### src/rtl/core/lsl_pkg.sv
package lsl_pkg;

	// field widths
	localparam int COUNT_W = 16;
	localparam int LUX_W   = 40;
	localparam int ATIME_W = 10;
	localparam int AGAIN_W = 14;
	localparam int DF_W    = 12;
	localparam int NUM_W   = 52;
	localparam int DEN_W   = 39;
	localparam int DIV_BITS = 40;

	// accept-to-strobe latency: three front stages, overflow check, divider steps, output
	localparam int LATENCY = 3 + 1 + DIV_BITS + 1;

	localparam logic [COUNT_W-1:0] SAT_COUNT = 16'hFFFF;
	localparam logic [LUX_W-1:0]   LUX_MAX   = {LUX_W{1'b1}};

	// status codes
	localparam logic [1:0] ST_OK      = 2'd0;
	localparam logic [1:0] ST_CH_SAT  = 2'd1;
	localparam logic [1:0] ST_ZERO    = 2'd2;
	localparam logic [1:0] ST_RES_SAT = 2'd3;

	// configuration register indexes
	localparam logic [1:0] CFG_ITIME = 2'd0;
	localparam logic [1:0] CFG_GAIN  = 2'd1;
	localparam logic [1:0] CFG_DF    = 2'd2;

	localparam logic [2:0]      ITIME_RST = 3'd0;
	localparam logic [1:0]      GAIN_RST  = 2'd1;
	localparam logic [DF_W-1:0] DF_RST    = 12'd408;

	typedef struct packed {
		logic [COUNT_W-1:0] full_count;
		logic [COUNT_W-1:0] ir_count;
	} sample_t;

	typedef struct packed {
		logic [LUX_W-1:0] lux_q8;
		logic [1:0]       status;
	} result_t;

	// front end to divider
	typedef struct packed {
		logic [1:0]       status;
		logic [NUM_W-1:0] num;
		logic [DEN_W-1:0] den;
	} frac_t;

	// one divider step's payload
	typedef struct packed {
		logic [1:0]          status;
		logic [DEN_W-1:0]    den;
		logic [DEN_W-1:0]    rem;
		logic [DIV_BITS-1:0] nq;
	} div_st_t;

	function automatic logic [ATIME_W-1:0] atime_ms(input logic [2:0] code);
		logic [ATIME_W-1:0] r;
		unique case (code)
			3'd1: r = 10'd200;
			3'd2: r = 10'd300;
			3'd3: r = 10'd400;
			3'd4: r = 10'd500;
			3'd5: r = 10'd600;
			default: r = 10'd100;
		endcase
		return r;
	endfunction

	function automatic logic [AGAIN_W-1:0] again_x(input logic [1:0] code);
		logic [AGAIN_W-1:0] r;
		unique case (code)
			2'd0: r = 14'd1;
			2'd1: r = 14'd25;
			2'd2: r = 14'd428;
			default: r = 14'd9876;
		endcase
		return r;
	endfunction

endpackage

### src/rtl/core/lsl_front.sv
module lsl_front (
	input  logic                         clk,
	input  logic                         arst_n,
	input  logic                         in_valid,
	input  lsl_pkg::sample_t             sample,
	input  logic [2:0]                   integration_code,
	input  logic [1:0]                   gain_code,
	input  logic [lsl_pkg::DF_W-1:0]     lux_df,
	output logic                         out_valid,
	output lsl_pkg::frac_t               frac
);

	logic                          valid_s1, valid_s2, valid_s3;
	logic [1:0]                    status_s1, status_s2, status_s3;
	logic [lsl_pkg::COUNT_W-1:0]   diff_s1, full_s1;
	logic [lsl_pkg::ATIME_W-1:0]   atime_s1;
	logic [lsl_pkg::AGAIN_W-1:0]   again_s1, again_s2;
	logic [lsl_pkg::DF_W-1:0]      df_s1, df_s2;
	logic [2*lsl_pkg::COUNT_W-1:0] sq_s2;
	logic [lsl_pkg::COUNT_W+lsl_pkg::ATIME_W-1:0] fa_s2;
	logic [lsl_pkg::NUM_W-1:0]     num_s3;
	logic [lsl_pkg::DEN_W-1:0]     den_s3;

	logic [1:0]                    status_in;
	logic [lsl_pkg::COUNT_W-1:0]   diff_in;
	logic [43:0]                   sqdf;
	logic [39:0]                   den_full;

	always_comb begin
		priority if (sample.full_count == lsl_pkg::SAT_COUNT
				|| sample.ir_count == lsl_pkg::SAT_COUNT) begin
			status_in = lsl_pkg::ST_CH_SAT;
		end else if (sample.full_count == '0) begin
			status_in = lsl_pkg::ST_ZERO;
		end else begin
			status_in = lsl_pkg::ST_OK;
		end
		if (sample.full_count >= sample.ir_count) begin
			diff_in = sample.full_count - sample.ir_count;
		end else begin
			diff_in = sample.ir_count - sample.full_count;
		end
	end

	assign sqdf     = 44'(sq_s2) * 44'(df_s2);
	assign den_full = 40'(fa_s2) * 40'(again_s2);

	always_ff @(posedge clk or negedge arst_n) begin
		if (!arst_n) begin
			valid_s1 <= 1'b0;
			valid_s2 <= 1'b0;
			valid_s3 <= 1'b0;
		end else begin
			valid_s1 <= in_valid;
			valid_s2 <= valid_s1;
			valid_s3 <= valid_s2;
		end
	end

	always_ff @(posedge clk) begin
		status_s1 <= status_in;
		diff_s1   <= diff_in;
		full_s1   <= sample.full_count;
		atime_s1  <= lsl_pkg::atime_ms(integration_code);
		again_s1  <= lsl_pkg::again_x(gain_code);
		df_s1     <= lux_df;

		status_s2 <= status_s1;
		sq_s2     <= 32'(diff_s1) * 32'(diff_s1);
		fa_s2     <= 26'(full_s1) * 26'(atime_s1);
		again_s2  <= again_s1;
		df_s2     <= df_s1;

		status_s3 <= status_s2;
		num_s3    <= {sqdf, 8'd0};
		den_s3    <= den_full[lsl_pkg::DEN_W-1:0];
	end

	assign out_valid   = valid_s3;
	assign frac.status = status_s3;
	assign frac.num    = num_s3;
	assign frac.den    = den_s3;

endmodule

### config.mk
export PLATFORM = sky130hd
export DESIGN_NAME = lsl_front
export DESIGN_NICKNAME = d
export VERILOG_FILES = /design/src/rtl/core/lsl_pkg.sv /design/src/rtl/core/lsl_front.sv
export SDC_FILE = /design/constraint.sdc
export NUM_CORES = 2
export LEC_CHECK = 0
export ABC_AREA = 1
export BUFFER_PORTS_ARGS = -buffer_cell sky130_fd_sc_hd__buf_2
export CORE_MARGIN = 2
export CORE_UTILIZATION = 50
export DETAILED_ROUTE_END_ITERATION = 10
export PLACE_DENSITY = 0.71
export SLEW_MARGIN = 20
export SYNTH_ARGS = -nofsm -noshare
export SYNTH_HDL_FRONTEND = slang
export SYNTH_SLANG_ARGS = --single-unit
### constraint.sdc
create_clock -name clk -period 4.9 [get_ports clk]
set_clock_uncertainty 0.1 [all_clocks]
set_input_delay 0.98 -clock clk [delete_from_list [all_inputs] [get_ports clk]]
set_output_delay 0.98 -clock clk [all_outputs]
set_load 0.03 [all_outputs]
==> summary.txt <==
Worst path top cell family by delay: adder cells
# setup viols final: 53
worst r2r src: again_s2[8]$_DFF_P_
remaining antenna violation count: 0
clk_lat worst skew: 0.62 ns
Relative slew margins: 42.5%
Period minus WS final: 5.16 ns
YS warnings: 0
FFs w/ async S/R, synth: 1.36%
fin area: 51600 um2
met2 WL: 54700 um
Slowest cell on crit path: fa_2
share of layout cells above drive strength 1: 26.6%
failing checks: negative setup slack
most frequent cells in the layout: inv_1 (1437), nand2_1 (1186), fa_1 (665)
largest net degree at the start of global routing: 32
Die X: 288 um
Startpoint Class: flip-flop
final worst-path cycle share: 105%
final worst slack: -0.262 ns
nets: 7085
sequential cell area fraction in the yosys report: 11.0%
# hold bufs at CTS: 0
vias in the first global route: 35400
CP arrival: 5.57 ns
r2r setup slk: -0.26 ns
H-tree depth: 1
mapped cell area: 40400 um2
initial core utilization: 50.3%
initial antenna violation count: 0
initial DRC count: 2280
DR vias: 34900
Cells after Synth: 5340
reg2reg path depth: 21
via/cell ratio: 5.01
TritonCTS clock tree: done
Most used DFF post-synth: dfxtp_1
quantity of I/O buffers inserted on ports: 135
f_max: 194 MHz
Final Hold Viols: 0
Placement Rows: 104
critical path startpoint: again_s2[8]$_DFF_P_
area delta synth->final: 27.9%
Most common cell on crit path: fa_1
die height: 288 um
Post-DP HPWL: 84500 um
RePlAce Congestion: 0.923
Post-Route WL: 112000 um
DR DRC count: 0
Crit Path Category: flip-flop to flip-flop
Fill cells: 6239
critical path required time: 5.31 ns
cell chain of the critical path: buf_12 > nand2_2 > fa_1 > inv_1 > fa_1 > fa_2 > fa_2 > fa_1 > inv_2 > fa_1 > inv_2 > ha_4 > nand2_8 > nor2_4 > inv_4 > nor2_4 > nand4_1 > nand3_1 > nand2_1 > inv_1 > nor2_1
MaxCap Viol Count: 0
Distinct cells, synth: 42
Avg Cell Area, Syn: 7.56 um2
diode count: 0
GRT Util Overall: 25.0%
TritonRoute pass-1 iters: 6
CTS sink count: 220
status: complete, but fails checks
Clock Tree Buf Depth: 3
Core ar.: 80200 um2
DR WL met3: 7140 um
Slew @ Worst Pin: 0.862 ns
CP max FO: 7
max incr delay on CP: 0.56 ns
Metal-1 WL: 46200 um
R2R Path End: den_s3[23]$_DFF_P_
crit path to: den_s3[23]$_DFF_P_
WL per Instance: 16.1 um
RSZ-0062 raised after global routing: yes
grt ovf: 0
Cell Area, Placed: 45400 um2
hold_ws: 0.0704 ns
commonest non-fill, non-tap cell in the layout: inv_1
clock root buffer: clkbuf_16
Top Metal Used: met4
first-pass GRT wire length: 170000 um
# IOs: 146
CTS Buf Count: 29
Crit path depth: 21
Hold/Removal Path Class: input pin to async pin
number of synthesized flops with an enable pin: 0
Clock transition at path regs: 0.06 ns
Final Slew Violations: 0
Yosys reg bits: 220
CP endpoint kind: flip-flop
Die ar.: 83000 um2
worst path buffer plus inverter count: 6
## metrics by stage
step	util [%]	TNS, ns	setup slack, ns	cells
after floorplan	-	0	0.00199	5349
after CTS	60.1	-1.59	-0.162	6890
final	64.4	-5.82	-0.262	6963
after detailed placement	56.6	-14.98	-0.396	6816
after global placement	56.6	-10.49	-0.339	6816
after global routing	64.4	-16.52	-0.449	6963
## cell usage after synthesis (11+ instances only)
cell	number	share of area (%)
ha_1	444	14
nor3_1	41	0.51
nand3_1	115	1.4
nand4_1	25	0.39
dfxtp_1	217	11
a21oi_1	143	1.8
nand2_1	1472	14
o21ai_0	83	1.0
fa_1	705	35
xnor2_1	19	0.41
o21bai_1	11	0.20
nor2_1	193	1.8
inv_1	1592	15
clkbuf_1	121	1.1
xor2_1	74	1.6
## flip-flops by register name (all words and copies together) (netlist names), 6 cells and up
register,cells
again_s2,6
num_s3,44
diff_s1,16
again_s1,6
full_s1,16
fa_s2,24
df_s2,12
den_s3,37
atime_s1,7
df_s1,12
sq_s2,31
## cell families (layout without fill, tap and decap cells)
family                     after synthesis  count (layout)  synth area share, %
DFF                                    220             220                 11.0
and+or+nand+nor                       1876            1876                 18.4
adders and majority gates             1149            1149                 48.7
xor gates and xnor gates                93              93                 2.02
AOI/OAI and AO/OA                      265             265                 3.57
buffers and inverters                 1736            2290                 16.4
other                                    1              10              0.00929
## how the worst min path moves through the flow
| stage | slack (ns) | endpoint | cells past startpoint |
|---|---|---|---|
| 6_report | 0.07 | valid_s2$_DFF_PN0_ | 1 |
| 5_1_grt | 0.05 | out_valid$_DFF_PN0_ | 1 |
| 4_1_cts | 0.03 | valid_s2$_DFF_PN0_ | 1 |
| 3_5_place_dp | 0.21 | df_s2[8]$_DFF_P_ | 0 |
| 3_3_place_gp | 0.21 | df_s2[5]$_DFF_P_ | 0 |
| 2_1_floorplan | 0.21 | again_s2[0]$_DFF_P_ | 0 |
## final cells by class
type                    instances  area (um2)  share of cell area [%]
inverters                    1595        6020                    11.7
multi-input cells            3393       33300                    64.5
flip-flops and latches        220        4550                    8.81
clock inverters                16         181                   0.351
repair buffers                645        5470                    10.6
well taps                    1060        1330                    2.57
clock buffers                  34         774                    1.50
## routing by layer
| layer | track usage (%) | vias up |
|---|---|---|
| li1 | - | 16400 |
| met1 | 33.5 | 17000 |
| met2 | 44.0 | 1214 |
| met3 | 2.72 | 286 |
| met4 | 5.03 | 0 |
| met5 | 0 | - |
## worst register-to-register path: cells and delay by family (launching register included)
kind	cells	cell delay (ns)
adder cells (fa/ha/maj)	7	3.27
flip-flops	1	0.40
buffers and inverters	6	0.49
AND/OR/NAND/NOR	8	0.82
## timing repair
action	in CTS	in global routing
pin swaps	143	382
cloned	4	11
buffers inserted	20	66
setup endpoints to repair	74	84
gates resized for setup	414	764
Power is left out: the tool's default activity adds up to more than one toggle a clock period on the data nets, which glitch-free logic cannot reach.
